## config.mk

```make
export PLATFORM = sky130hd
export DESIGN_NAME = tmsc_front
export DESIGN_NICKNAME = d
export VERILOG_FILES = /design/src/hw/rtl/tmsc_pkg.sv /design/src/hw/rtl/tmsc_front.sv
export SDC_FILE = /design/constraint.sdc
export NUM_CORES = 1
export LEC_CHECK = 0
export BUFFER_PORTS_ARGS = -buffer_cell sky130_fd_sc_hd__buf_2
export CAP_MARGIN = 20
export CORE_AREA = 2 2 198 200
export DETAILED_ROUTE_END_ITERATION = 6
export DIE_AREA = 0 0 200 202
export SYNTH_ARGS = -nofsm -noshare
export SYNTH_HDL_FRONTEND = slang
export SYNTH_SLANG_ARGS = --single-unit
```

## constraint.sdc

```tcl
create_clock -name vclk -period 2.3
set_input_delay 0.115 -clock vclk [all_inputs]
set_output_delay 0.115 -clock vclk [all_outputs]
set_load 0.05 [all_outputs]
```

## src/hw/rtl/tmsc_pkg.sv

```systemverilog
// Shared types and constants for the tile map slide collision block.
// Used by every module under hw/rtl; depends on nothing.
package tmsc_pkg;

   localparam int POS_W        = 24;              // Q16.8 position
   localparam int CW           = POS_W + 1;       // corner coordinate, signed
   localparam int NCORNER      = 8;               // divider lanes
   localparam int NUM_LOAD_OPS = 5;
   localparam int QDEPTH       = 2;
   localparam int QPTR_W       = $clog2(QDEPTH);
   localparam int QCNT_W       = $clog2(QDEPTH + 1);
   localparam int REQ_TDATA_W  = 136;
   localparam int RSP_TDATA_W  = 80;
   localparam int CSR_DATA_W   = 16;
   localparam int CSR_INDEX_W  = 2;
   localparam int DEF_MAX_CELLS_WIDE = 32;
   localparam int DEF_MAX_CELLS_HIGH = 32;

   localparam logic CMD_LOAD = 1'b0;
   localparam logic CMD_MOVE = 1'b1;

   localparam logic [CSR_INDEX_W-1:0] CSR_CELLS_WIDE = 2'd0;
   localparam logic [CSR_INDEX_W-1:0] CSR_CELLS_HIGH = 2'd1;
   localparam logic [CSR_INDEX_W-1:0] CSR_TILE_EDGE  = 2'd2;
   localparam logic [CSR_INDEX_W-1:0] CSR_RADIUS     = 2'd3;

   // open bits of a load, index = load step
   localparam int OP_CENTER = 0;
   localparam int OP_NORTH  = 1;
   localparam int OP_WEST   = 2;
   localparam int OP_SOUTH  = 3;
   localparam int OP_EAST   = 4;

   // corner lanes: x lanes 0..3, z lanes 4..7
   typedef struct packed {
      logic                            is_move;
      logic [4:0]                      col;
      logic [4:0]                      row;
      logic [NUM_LOAD_OPS-1:0]         open;
      logic [NCORNER-1:0][CW-1:0]      corner;
      logic [POS_W-1:0]                now_x;
      logic [POS_W-1:0]                now_y;
      logic [POS_W-1:0]                now_z;
      logic [POS_W-1:0]                goal_x;
      logic [POS_W-1:0]                goal_z;
   } job_type;

   typedef struct packed {
      logic full;
      logic empty;
   } queue_stat_type;

   typedef enum logic [5:0] {
      ST_CLEAR = 6'b000001,
      ST_IDLE  = 6'b000010,
      ST_LOAD  = 6'b000100,
      ST_DIV   = 6'b001000,
      ST_READ  = 6'b010000,
      ST_DONE  = 6'b100000
   } back_state_type;

endpackage

```

## src/hw/rtl/tmsc_front.sv

```systemverilog
// Front part: accepts request items, drops loads outside the maze, builds jobs.
// Uses tmsc_pkg; feeds tmsc_fifo.
module tmsc_front (
   input  logic                             req_tvalid,
   output logic                             req_tready,
   input  logic                             req_tuser,
   input  logic [tmsc_pkg::REQ_TDATA_W-1:0] req_tdata,
   input  logic [15:0]                      body_radius,
   input  logic [5:0]                       eff_w,
   input  logic [5:0]                       eff_h,
   input  logic                             clearing,
   input  tmsc_pkg::queue_stat_type         qstat,
   output logic                             push,
   output tmsc_pkg::job_type                job
);
   import tmsc_pkg::*;

   logic [4:0]       col, row;
   logic             wn, ws, we, ww;
   logic             load_ok;
   logic [CW-1:0]    rad, nx, nz, gx, gz;

   assign col = req_tdata[4:0];
   assign row = req_tdata[9:5];
   assign wn  = req_tdata[10];
   assign ws  = req_tdata[11];
   assign we  = req_tdata[12];
   assign ww  = req_tdata[13];

   assign rad = CW'(body_radius);
   assign nx  = {req_tdata[37],  req_tdata[37:14]};
   assign nz  = {req_tdata[85],  req_tdata[85:62]};
   assign gx  = {req_tdata[109], req_tdata[109:86]};
   assign gz  = {req_tdata[133], req_tdata[133:110]};

   assign load_ok    = ({1'b0, col} < eff_w) && ({1'b0, row} < eff_h);
   assign req_tready = !clearing && !qstat.full;
   assign push       = req_tvalid && req_tready && ((req_tuser == CMD_MOVE) || load_ok);

   always_comb begin
      job.is_move         = (req_tuser == CMD_MOVE);
      job.col             = col;
      job.row             = row;
      job.open[OP_CENTER] = 1'b1;
      job.open[OP_NORTH]  = !wn;
      job.open[OP_WEST]   = !ww;
      job.open[OP_SOUTH]  = ({1'b0, row} == 6'(eff_h - 6'd1)) && !ws;
      job.open[OP_EAST]   = ({1'b0, col} == 6'(eff_w - 6'd1)) && !we;
      job.corner[0]       = gx - rad;
      job.corner[1]       = gx + rad;
      job.corner[2]       = nx - rad;
      job.corner[3]       = nx + rad;
      job.corner[4]       = nz - rad;
      job.corner[5]       = nz + rad;
      job.corner[6]       = gz - rad;
      job.corner[7]       = gz + rad;
      job.now_x           = req_tdata[37:14];
      job.now_y           = req_tdata[61:38];
      job.now_z           = req_tdata[85:62];
      job.goal_x          = req_tdata[109:86];
      job.goal_z          = req_tdata[133:110];
   end

endmodule

```

==> impl_metrics.yaml <==
sta:
  hold_violations: 0
  setup_slack_ps: -408
  hold_slack_ps: 230
  fin_crit_sh_pct: 118
  setup_tns_ps: -21900
  setup_viol: 112
  rsz0062_at_grt: "true"
  slew_violations: 0
  min_period_ps: 2710
  fmax_ghz: 0.369
logic_synthesis:
  synth.area.mux_share_pct: 0
  syn-mean-instance-area_um2: 6.85
  yosysWarnings: 0
  synth_xor_area_share_pct: 16.2
  yosysUniqueCellTypes: 74
  synth-seq-area-share_pct: 0
  synth_nets: 1626
  syn_inst: 1309
  syn_area_um2: 8970
  synth_adder_area_share_pct: 21.3
  synth-simple-area-share_pct: 19.1
  synth_top_family_by_area: "compound AO/OA/AOI/OAI gates"
  synth_compound_area_share_pct: 24.9
power:
  p_total_mw: 9.01
  ir_worst_vdd_mv: 0.370
  power_density_nw_per_um2: 444
  leakagePower_nw: 9.45
final_layout:
  drive_gt1_share_pct: 68.8
  seq_area_um2: 0
  final_cell_mix: "buf_4, buf_2, buf_6"
  stdcell_count: 2587
  area_growth_pct: 126
  nNetsFinal: 2388
  fin_util_pct: 53.0
  seq_cell_count: 0
  design_area_um2: 20300
  final_common_cell: "buf_4"
  fillers: 3337
  clock_buffers: 0
  diodes: 0
grt:
  gr-total-overflow: 0
  grt_use_total_pct: 21.2
  grt_first_pass_wirelength_um: 67800
  grt_max_degree: 13
  antenna_found_initial: 0
  grt_pass1_vias: 12613
route:
  dr_total_vias: 12151
  drt_iter0_drc: 271
  routedWlPerCell_um: 17.7
  viasPerCell: 4.70
  post-route-drc-count: 0
  drtAntennaViolNets: 0
  drtPass1Iterations: 7
  drt-total-wl_um: 45800
worst_setup_path:
  crit_fanout: 3
  endpoint_kind: "output port"
  cpPeakStageDelay_ps: 520
  path_delay_family: "compound AO/OA/AOI/OAI gates"
  cp_cell_sequence: "buf_8, inv_6, buf_12, ha_4, nor2b_4, o21ai_2, a21boi_2, o41a_1, or4_4, a41o_1, a21oi_4, xnor2_4, buf_12"
  cp_common_cell: "buf_12"
  worst_ep_arrival_time_ps: 2590
  worst-path-buf-inv: 4
  cp_slowest_cell: "or4_4"
  cp-start-kind: "primary input"
  crit_required_ps: 2180
  crit_type: "in2out"
floorplan:
  rows: 72
  dieHeight_um: 202
  initial_core_util_pct: 23.4
  die_w_um: 200
  io_pins: 507
  die_area_um2: 40400
  core_um2: 38300
placed_design:
  placed_area_um2: 16000
  port_buffers: 455
  routabilityCongestion: 0.884
  dp_hpwl_um: 36500
  pre_cts_slack_ps: -793
  dp.cells: 2482
run_status:
  violations: "negative setup slack"
  outcome: "complete, but fails checks"
worst_hold_path:
  hp-class: "in2out"
clocking:
  cts_hold_buf: 0
job:
  maxCapViolations: 0
[worst paths after layout]
check / endpoint / depth (start not counted) / slack, ps / from
worst max-delay path: job[185] / 13 / -410 / body_radius[1]
worst min-delay path: job[78] / 0 / 230 / req_tdata[44]
[cell type report]
| class | count | area (um^2) | share of cell area, % |
|---|---|---|---|
| inverter | 112 | 484 | 2.38 |
| timing repair buffer | 946 | 7730 | 38.1 |
| tap | 518 | 648 | 3.19 |
| multi-input combinational | 1011 | 11400 | 56.4 |
[synthesized netlist by cell type, types with 10 or more instances]
master / instances / area (um^2)
a211oi_1: 10 / 75.1
a21boi_0: 10 / 75.1
a21o_1: 25 / 188
a21oi_1: 123 / 616
buf_4: 136 / 1020
clkbuf_1: 42 / 158
ha_1: 140 / 1750
inv_1: 111 / 417
nand2_1: 59 / 221
nand2b_1: 28 / 175
nand3_1: 21 / 105
nor2_1: 141 / 529
nor2b_1: 20 / 125
nor3_1: 28 / 140
o21a_1: 20 / 150
o21ai_0: 42 / 210
o21bai_1: 23 / 173
o31ai_1: 13 / 97.6
or3_1: 12 / 75.1
xnor2_1: 122 / 1070
xor2_1: 44 / 385
[per-layer routing]
metal  wire length (um)  part of all wire [%]  up-vias  track usage [%]
met5                  0                     0        -                0
met1              18000                    39     5852             24.9
met3               1980                   4.3       98             1.95
li1                   -                     -     5838                -
met4               1480                   3.2        0             5.13
met2              24400                    53      363             40.7
[report_power, final]
| group | total [mW] | internal [mW] | switching (mW) |
|---|---|---|---|
| Combinational | 9.01 | 3.71 | 5.30 |
| Sequential | 0 | 0 | 0 |
| Clock | 0 | 0 | 0 |
| Total | 9.01 | 3.71 | 5.30 |
[logic make-up after synthesis]
group / Yosys count
simple gates: 359
other cells: 1
compound gates: 337
xor+xnor: 166
fa+ha+maj: 148
buf+inv: 298
[timing repair]
action                     in CTS  in global routing
setup endpoints to repair     130                128
resized for setup             593                203
setup buffers                  81                 68
pin swaps                     225                207
gates cloned                    0                  0
Note: power is estimated with default switching activity, not from simulation.
