$ cat config.mk
export PLATFORM = sky130hd
export DESIGN_NAME = tmsc_fifo
export DESIGN_NICKNAME = d
export VERILOG_FILES = /design/src/hw/rtl/tmsc_pkg.sv /design/src/hw/rtl/tmsc_fifo.sv
export SDC_FILE = /design/constraint.sdc
export NUM_CORES = 1
export LEC_CHECK = 0
export BUFFER_PORTS_ARGS = -buffer_cell sky130_fd_sc_hd__buf_2
export CAP_MARGIN = 15
export CELL_PAD_IN_SITES_DETAIL_PLACEMENT = 0
export CELL_PAD_IN_SITES_GLOBAL_PLACEMENT = 1
export CORE_ASPECT_RATIO = 0.8
export CORE_MARGIN = 4
export CORE_UTILIZATION = 40
export CTS_CLUSTER_SIZE = 20
export DETAILED_ROUTE_END_ITERATION = 8
export PLACE_DENSITY = 0.85
export SETUP_SLACK_MARGIN = 0.1
export SLEW_MARGIN = 20
export SYNTH_ARGS = -nofsm -noshare
export SYNTH_HDL_FRONTEND = slang
export SYNTH_SLANG_ARGS = --single-unit
$ cat constraint.sdc
create_clock -name clock -period 18.05 [get_ports clock]
set_clock_uncertainty 0.2 [all_clocks]
set_input_delay 1.805 -clock clock [delete_from_list [all_inputs] [get_ports clock]]
set_output_delay 1.805 -clock clock [all_outputs]
set_load 0.02 [all_outputs]
$ cat src/hw/rtl/tmsc_pkg.sv
// Shared types and constants for the tile map slide collision block.
// Used by every module under hw/rtl; depends on nothing.
package tmsc_pkg;

   localparam int POS_W        = 24;              // Q16.8 position
   localparam int CW           = POS_W + 1;       // corner coordinate, signed
   localparam int NCORNER      = 8;               // divider lanes
   localparam int NUM_LOAD_OPS = 5;
   localparam int QDEPTH       = 2;
   localparam int QPTR_W       = $clog2(QDEPTH);
   localparam int QCNT_W       = $clog2(QDEPTH + 1);
   localparam int REQ_TDATA_W  = 136;
   localparam int RSP_TDATA_W  = 80;
   localparam int CSR_DATA_W   = 16;
   localparam int CSR_INDEX_W  = 2;
   localparam int DEF_MAX_CELLS_WIDE = 32;
   localparam int DEF_MAX_CELLS_HIGH = 32;

   localparam logic CMD_LOAD = 1'b0;
   localparam logic CMD_MOVE = 1'b1;

   localparam logic [CSR_INDEX_W-1:0] CSR_CELLS_WIDE = 2'd0;
   localparam logic [CSR_INDEX_W-1:0] CSR_CELLS_HIGH = 2'd1;
   localparam logic [CSR_INDEX_W-1:0] CSR_TILE_EDGE  = 2'd2;
   localparam logic [CSR_INDEX_W-1:0] CSR_RADIUS     = 2'd3;

   // open bits of a load, index = load step
   localparam int OP_CENTER = 0;
   localparam int OP_NORTH  = 1;
   localparam int OP_WEST   = 2;
   localparam int OP_SOUTH  = 3;
   localparam int OP_EAST   = 4;

   // corner lanes: x lanes 0..3, z lanes 4..7
   typedef struct packed {
      logic                            is_move;
      logic [4:0]                      col;
      logic [4:0]                      row;
      logic [NUM_LOAD_OPS-1:0]         open;
      logic [NCORNER-1:0][CW-1:0]      corner;
      logic [POS_W-1:0]                now_x;
      logic [POS_W-1:0]                now_y;
      logic [POS_W-1:0]                now_z;
      logic [POS_W-1:0]                goal_x;
      logic [POS_W-1:0]                goal_z;
   } job_type;

   typedef struct packed {
      logic full;
      logic empty;
   } queue_stat_type;

   typedef enum logic [5:0] {
      ST_CLEAR = 6'b000001,
      ST_IDLE  = 6'b000010,
      ST_LOAD  = 6'b000100,
      ST_DIV   = 6'b001000,
      ST_READ  = 6'b010000,
      ST_DONE  = 6'b100000
   } back_state_type;

endpackage

$ cat src/hw/rtl/tmsc_fifo.sv
// Short job queue between the front and back parts.
// Uses tmsc_pkg job_type and queue_stat_type.
module tmsc_fifo (
   input  logic                       clock,
   input  logic                       reset,
   input  logic                       push,
   input  tmsc_pkg::job_type          din,
   input  logic                       pop,
   output tmsc_pkg::job_type          dout,
   output tmsc_pkg::queue_stat_type   stat
);
   import tmsc_pkg::*;

   job_type            slot_ff [QDEPTH];
   logic [QPTR_W-1:0]  wr_ff, wr_in;
   logic [QPTR_W-1:0]  rd_ff, rd_in;
   logic [QCNT_W-1:0]  cnt_ff, cnt_in;

   always_comb begin
      wr_in  = push ? QPTR_W'(wr_ff + 1'b1) : wr_ff;
      rd_in  = pop  ? QPTR_W'(rd_ff + 1'b1) : rd_ff;
      cnt_in = cnt_ff;
      if (push && !pop) begin
         cnt_in = QCNT_W'(cnt_ff + 1'b1);
      end else if (pop && !push) begin
         cnt_in = QCNT_W'(cnt_ff - 1'b1);
      end
   end

   always_ff @(posedge clock) begin
      if (reset) begin
         wr_ff  <= '0;
         rd_ff  <= '0;
         cnt_ff <= '0;
      end else begin
         wr_ff  <= wr_in;
         rd_ff  <= rd_in;
         cnt_ff <= cnt_in;
      end
   end

   always_ff @(posedge clock) begin
      if (push) begin
         slot_ff[wr_ff] <= din;
      end
   end

   assign dout       = slot_ff[rd_ff];
   assign stat.full  = (cnt_ff == QCNT_W'(QDEPTH));
   assign stat.empty = (cnt_ff == '0);

endmodule

==> results of run 1 <==
[layer usage]
layer	vias to the layer above	share of wire [%]
li1	5731	-
met1	6297	37
met2	488	52
met3	123	7.3
met4	12	3.4
met5	-	0.16
[area by class of cell]
| class | instances | area, µm² | area share [%] |
|---|---|---|---|
| multi-input cells | 352 | 4050 | 13.1 |
| inverters | 1 | 3.75 | 0.0122 |
| well taps | 820 | 1030 | 3.33 |
| repair buffers | 688 | 3480 | 11.3 |
| clock buffers | 86 | 1780 | 5.77 |
| clock inverters | 27 | 205 | 0.665 |
| diodes | 12 | 30.0 | 0.0973 |
| flip-flops and latches | 677 | 20300 | 65.7 |
[synthesized netlist by cell type]
master,number
edfxtp_1,672
mux2_2,296
mux2_4,40
buf_4,20
buf_2,12
buf_6,5
dfxtp_1,5
nor2_1,5
nor2b_1,2
xnor2_1,2
xor2_1,2
a21oi_1,1
and2_1,1
ha_1,1
inv_1,1
o21ai_0,1
or3_1,1
[critical path, stage by stage, from the launching register on]
cell	delay [ps]
dfxtp_4	910
buf_4	800
buf_4	950
mux2_2	440
buf_2	160
[power by group]
| group | leakage, nW | switching [mW] | internal (mW) |
|---|---|---|---|
| combinational | 4.19 | 0.275 | 0.174 |
| sequential | 6.35 | 0.0263 | 1.84 |
| clock | 0.964 | 0.558 | 0.715 |
| total | 11.5 | 0.859 | 2.73 |
[layout by cell type (no fill, tap or decap), types with 2 or more instances in the layout]
cell | netlist | layout
edfxtp_1 | 672 | 672
mux2_2 | 296 | 296
nor2_1 | 5 | 5
xor2_1 | 2 | 2
xnor2_1 | 2 | 2
clkinv_1 | 0 | 11
clkbuf_16 | 0 | 68
clkinv_8 | 0 | 3
buf_2 | 12 | 677
clkinv_2 | 0 | 5
inv_6 | 0 | 5
buf_4 | 20 | 10
mux2_4 | 40 | 40
diode_2 | 0 | 12
clkbuf_1 | 0 | 17
dfxtp_1 | 5 | 4
[per-stage QoR]
| stage | instances | util [%] |
|---|---|---|
| after floorplan | 1067 | - |
| after global placement | 2538 | 47.9 |
| after detailed placement | 2538 | 47.9 |
| after CTS | 2651 | 51.2 |
| after global routing | 2659 | 51.2 |
| final | 2663 | 51.2 |
[flip-flops by register name, indices dropped and copies added, names as in the netlist, named ones only]
register  flops
wr_ff         1
rd_ff         1
slot_ff     672
cnt_ff        2
[cell families (layout without fill, tap and decap cells)]
kind of cell               count (synthesis)  after routing  share of synthesized area, %
xor gates and xnor gates                   4              4                         0.143
DFF                                      677            677                          82.5
other                                      0             12                             0
and+or+nand+nor                            9              9                         0.178
adders and majority gates                  1              1                        0.0509
AOI/OAI and AO/OA                          2              2                        0.0407
buffers and inverters                     38            802                          1.10
muxes                                    336            336                          16.0
[worst paths after layout]
check,end
setup / recovery,dout[211]
hold / removal,cnt_ff[1]
setup reg to reg,slot_ff[1][287]
hold reg to reg,cnt_ff[1]
==> summary.txt, run 1 <==
Finish
  • Layout cells sized above 1: 60.7%
  • Design Area, Final: 30900 µm²
  • Final nets: 2128
  • Area growth syn-to-layout: 25.5%
  • Filler cell count: 4876

STA
  • Fmax: 167 MHz
  • RSZ-0062 raised after global routing: false
  • Final worst path period need: 6000 ps
  • Tcrit/Tclk final: 33.2%
  • Final WS setup: 12050 ps
  • Count of final hold-check violations: 0
  • Final Max Tran Viols: 0
  • Worst-Margin Slew: 1150 ps
  • Worst-case hold slack: 313 ps
  • Endpoints failing setup: 0
  • Setup TNS: 0 ps
  • Slew headroom: 23.4%

Global routing
  • Met3 Use GR: 5.22%
  • GR Util met2: 29.0%
  • Overflow after GRT: 0
  • Pin count of the biggest net entering global routing: 168
  • First-pass GRT wire length: 82.5 mm
  • Initial antenna violation count: 16
  • GRT busiest layer: met2
  • Vias in the first global route: 13700
  • Tot GR Track Use: 16.4%
  • Met1 Use GR: 18.5%

Place
  • RD Place Congestion: 0.822
  • Area after DPL: 28800 µm²
  • Setup WS pre-CTS: 12600 ps
  • Detailed Place HPWL: 38.4 mm
  • I/O Buffers: 677

Worst setup path
  • Crit Reg-Reg Startpoint: wr_ff
  • Crit Path Category: reg2out
  • CP endpoint kind: output port
  • R2r setup slk: 14470 ps
  • Worst Path Required: 16040 ps
  • Crit path max fanout: 79
  • CP startpoint kind: flip-flop
  • Worst EP arrival: 3990 ps
  • R2r worst-path depth: 3

Clock network
  • Hold_buf cts: 0
  • CTS root buf: clkbuf_16
  • PostCTS Resize Cnt: 0
  • CTS tree: built
  • Post-CTS Setup Bufs: 0
  • CTS H-tree lvls: 3
  • Num CTS Buffers: 67
  • Clk_lat worst skew: 570 ps
  • Number of sinks on the clock net: 677
  • Clock-pin slew on the worst setup and hold paths: 60 ps
  • Max clock buf depth: 3

Synthesis
  • Synthesized instance count: 1067
  • Ranking of synthesized cells by area: edfxtp_1 (82%), mux2_2 (14%), mux2_4 (2.4%), buf_4 (0.61%), dfxtp_1 (0.41%)
  • Synth area leader: edfxtp_1
  • Post-synth top area share: 82.1%
  • Part of the Yosys area used for sequential elements: 82.5%
  • Synth Warn #: 0
  • Yosys reg bits: 677
  • Syn Area/Cell: 23.0 µm²
  • Yosys cell types: 17
  • Mapped cell area: 24600 µm²
  • Post-Syn Nets: 1408

Floorplan
  • Die Height: 230 µm
  • Die area: 65500 µm²
  • Core ar.: 60300 µm²
  • Die width: 285 µm
  • Initial core utilization: 40.8%
  • IO Pins: 678
  • Site Rows: 80

Worst hold path
  • Cell depth of the worst hold path: 2
  • Hold Crit Class: reg2reg
  • Startpoint of the lowest-slack hold path: cnt_ff[1]

Power
  • Peak supply drop: 0.0000864 V
  • Pwr Density: 116 nW/µm²
  • Total Power: 3.59 mW
  • Pleak: 11.5 nW

Drt
  • DR vias: 12700
  • DRT antenna net count: 0
  • Initial DRC Count: 801
  • Residual DRC count: 0
  • Drt first pass iters: 5
  • WL/cell: 21.0 µm
  • Total Wirelength: 56.0 mm
  • Vias per std cell: 4.75

Flow run
  • MaxCap Viol Count: 0

Status
  • Status: complete, no violations
(Power assumes the default switching activity.)
==> run 2: changes to the inputs <==
--- a/config.mk
+++ b/config.mk
@@ -5,16 +5,16 @@
 export SDC_FILE = /design/constraint.sdc
 export NUM_CORES = 1
 export LEC_CHECK = 0
+export ABC_AREA = 1
 export BUFFER_PORTS_ARGS = -buffer_cell sky130_fd_sc_hd__buf_2
 export CAP_MARGIN = 15
 export CELL_PAD_IN_SITES_DETAIL_PLACEMENT = 0
 export CELL_PAD_IN_SITES_GLOBAL_PLACEMENT = 1
-export CORE_ASPECT_RATIO = 0.8
-export CORE_MARGIN = 4
-export CORE_UTILIZATION = 40
+export CORE_AREA = 4 4 264 266
 export CTS_CLUSTER_SIZE = 20
 export DETAILED_ROUTE_END_ITERATION = 8
-export PLACE_DENSITY = 0.85
+export DIE_AREA = 0 0 268 270
+export PLACE_DENSITY = 0.77
 export SETUP_SLACK_MARGIN = 0.1
 export SLEW_MARGIN = 20
 export SYNTH_ARGS = -nofsm -noshare
==> constraint.sdc (replaced) <==
create_clock -name clock -period 5.7 [get_ports clock]
set_clock_uncertainty 0.2 [all_clocks]
set_input_delay 0.57 -clock clock [delete_from_list [all_inputs] [get_ports clock]]
set_output_delay 0.57 -clock clock [all_outputs]
set_load 0.02 [all_outputs]
==> summary.txt, run 2 <==
Place
  • I/O Buffers: 677 (unchanged)
  • Cells after DPL: 2604 (+2.6%)
  • Area after DPL: 29000 µm² (+0.68%)
  • Detailed Place HPWL: 39.8 mm (+3.6%)
  • RD Place Congestion: 0.840 (+2.2%)

Drt
  • Drt first pass iters: 4 (-1)
  • Vias per std cell: 4.64 (-2.3%)
  • DRT antenna net count: 0 (unchanged)
  • WL/cell: 20.0 µm (-4.7%)
  • Initial DRC Count: 856 (+6.9%)
  • Total Wirelength: 61.5 mm (+9.9%)
  • Residual DRC count: 0 (unchanged)
  • DR vias: 14300 (+13%)

Status
  • Status: complete, no violations

Worst setup path
  • Worst Path Required: 4930 ps (-11110 ps)
  • Worst EP arrival: 2480 ps (-1510 ps)
  • WP depth: 4 (unchanged)
  • Crit Path Category: reg2out
  • Critical path's largest stage delay: 580 ps (-370 ps)
  • CP startpoint kind: flip-flop
  • Crit-path slowest cell: dfxtp_4
  • Buf+Inv Stages, Crit Path: 3 (unchanged)
  • CP delay by family, top: buffers and inverters
  • Crit path max fanout: 51 (-35%)
  • CP endpoint kind: output port
  • R2r worst-path depth: 3 (unchanged)
  • Critical-path cell list: buf_16 > buf_12 > mux2_2 > buf_2

Power
  • Peak supply drop: 0.000276 V (+220%)
  • Pwr Density: 338 nW/µm² (+190%)
  • Pleak: 13.1 nW (+14%)

Floorplan
  • Core ar.: 67000 µm² (+11%)
  • Die width: 268 µm (-6.0%)
  • Site Rows: 95 (+19%)
  • IO Pins: 678 (unchanged)
  • Die Height: 270 µm (+18%)
  • Initial core utilization: 36.7% (-4.1 points)
  • Die area: 72400 µm² (+10%)

Synthesis
  • Synth area leader: edfxtp_1
  • Syn Area/Cell: 22.8 µm² (-0.93%)
  • Synthesized instance count: 1078 (+1.0%)
  • Post-synth top area share: 82.0% (about the same)
  • Number of synthesized flops with an enable pin: 672 (unchanged)
  • Most frequent cell after synthesis: edfxtp_1
  • Ranking of synthesized cells by area: edfxtp_1 (82%), mux2_2 (14%), mux2_4 (2.4%), buf_4 (0.61%), dfxtp_1 (0.41%)
  • Yosys cell types: 17 (unchanged)
  • Mapped cell area: 24600 µm² (about the same)
  • Post-synth top cells: edfxtp_1 (672), mux2_2 (296), mux2_4 (40)
  • Yosys reg bits: 677 (unchanged)
  • Synth Warn #: 0 (unchanged)
  • Part of the Yosys area used for sequential elements: 82.4% (about the same)
  • Post-Syn Nets: 1419 (+0.78%)
  • Synth async-reset ratio: 0% (unchanged)
  • Ys flop type: edfxtp_1

STA
  • Final Max Tran Viols: 0 (unchanged)
  • Slew headroom: 22.6% (-0.80 points)
  • RSZ-0062 raised after global routing: false
  • Worst-Margin Slew: 1160 ps (+11.9 ps)
  • Endpoints failing setup: 0 (unchanged)
  • Worst-case hold slack: 73.9 ps (-239 ps)
  • Final worst path period need: 3250 ps
  • Count of final hold-check violations: 0 (unchanged)
  • Fmax: 307 MHz
  • Tcrit/Tclk final: 57.1%

Clock network
  • CTS H-tree lvls: 3 (unchanged)
  • Number of sinks on the clock net: 677 (unchanged)
  • Max clock buf depth: 3 (unchanged)
  • CTS tree: built
  • Num CTS Buffers: 71 (+6.0%)
  • Post-CTS Setup Bufs: 0 (unchanged)
  • CTS root buf: clkbuf_16
  • Clk_lat worst skew: 580 ps (about the same)
  • Clock-pin slew on the worst setup and hold paths: 60 ps (about the same)

Finish
  • Area growth syn-to-layout: 40.5%
  • Design Area, Final: 34600 µm² (+12%)
  • Most frequent cells in the layout: buf_2 (677), edfxtp_1 (672), dlygate4sd3_1 (337), mux2_2 (296), clkbuf_16 (72)
  • Final Non-Filler Cells: 3071 (+15%)
  • Layout cells sized above 1: 51.4% (-9.4 points)
  • Biggest register: slot_ff
  • Most common cell after layout, fill and taps aside: buf_2
  • Largest registers: slot_ff: 672 flops, cnt_ff: 2 flops
  • Final nets: 2483 (+17%)
  • Max reg flops: 672 (unchanged)
  • Filler cell count: 5342 (+9.6%)

Global routing
  • Overflow after GRT: 0 (unchanged)
  • Vias in the first global route: 15600 (+14%)
  • Initial antenna violation count: 5 (-11)
  • Tot GR Track Use: 16.2% (-0.15 points)
  • Pin count of the biggest net entering global routing: 165 (-1.8%)
  • First-pass GRT wire length: 90.5 mm (+9.7%)

Flow run
  • MaxCap Viol Count: 0 (unchanged)

Worst hold path
  • Cell depth of the worst hold path: 3 (+1)
  • Hold Crit Class: in2reg
-- run 2: tightest hold or removal path: stages --
cell and delay (ps):
buf_2 100, xnor2_1 70, nor2_1 80
-- run 2: routing by layer --
layer  track usage (%)  wire length (µm)
met5                 0                 0
met3              4.60              4820
met1              17.6             22100
met4              6.32              1890
met2              29.7             32700
-- run 2: path summary, 6_finish.rpt --
kind                                 from               to  slack [ps]
worst min register to register      rd_ff        flip-flop         320
worst min-delay path                  pop        flip-flop          70
worst max register to register      wr_ff  slot_ff[1][301]        3090
worst max-delay path            flip-flop        dout[184]        2450
-- run 2: cell type report --
cell class	count	area [µm²]	area share [%]
inverters	9	50.0	0.145
well taps	873	1090	3.16
repair buffers	1028	6960	20.1
clock buffers	86	1850	5.36
multi-input cells	355	4050	11.7
flip-flops and latches	677	20300	58.7
diodes	6	15.0	0.0434
clock inverters	37	275	0.796
-- run 2: timing repair --
item                                   CTS  global route
hold buffers                           337             0
endpoints found under the hold margin  675             0
resized for setup                        0             0
-- run 2: kinds of logic after synthesis --
family                   count (synthesis)  synth area share, %
multiplexers                           336                 16.0
AO/OA/AOI/OAI                            2               0.0406
adder cells (fa/ha/maj)                  1               0.0508
XOR/XNOR                                 1               0.0356
buffers and inverters                   46                 1.22
AND/OR/NAND/NOR                         15                0.249
flip-flops                             677                 82.4
-- run 2: stage by stage --
stage                     setup WS (ps)  util, %  TNS [ps]  total power [mW]
after CTS                          1950     51.5         0              11.8
after floorplan                    -551        -   -340970              6.81
after global routing               2340     51.6         0              12.1
final                              2450     51.6         0              11.7
after detailed placement           2620     43.3         0              7.32
after global placement             2600     43.3         0              7.29
-- run 2: power by group --
group | total [mW] | leakage [nW] | internal, mW | switching (mW)
Sequential | 5.85 | 6.35 | 5.78 | 0.0723
Combinational | 1.56 | 5.66 | 0.686 | 0.878
Clock | 4.26 | 1.05 | 2.45 | 1.81
Total | 11.7 | 13.1 | 8.92 | 2.76
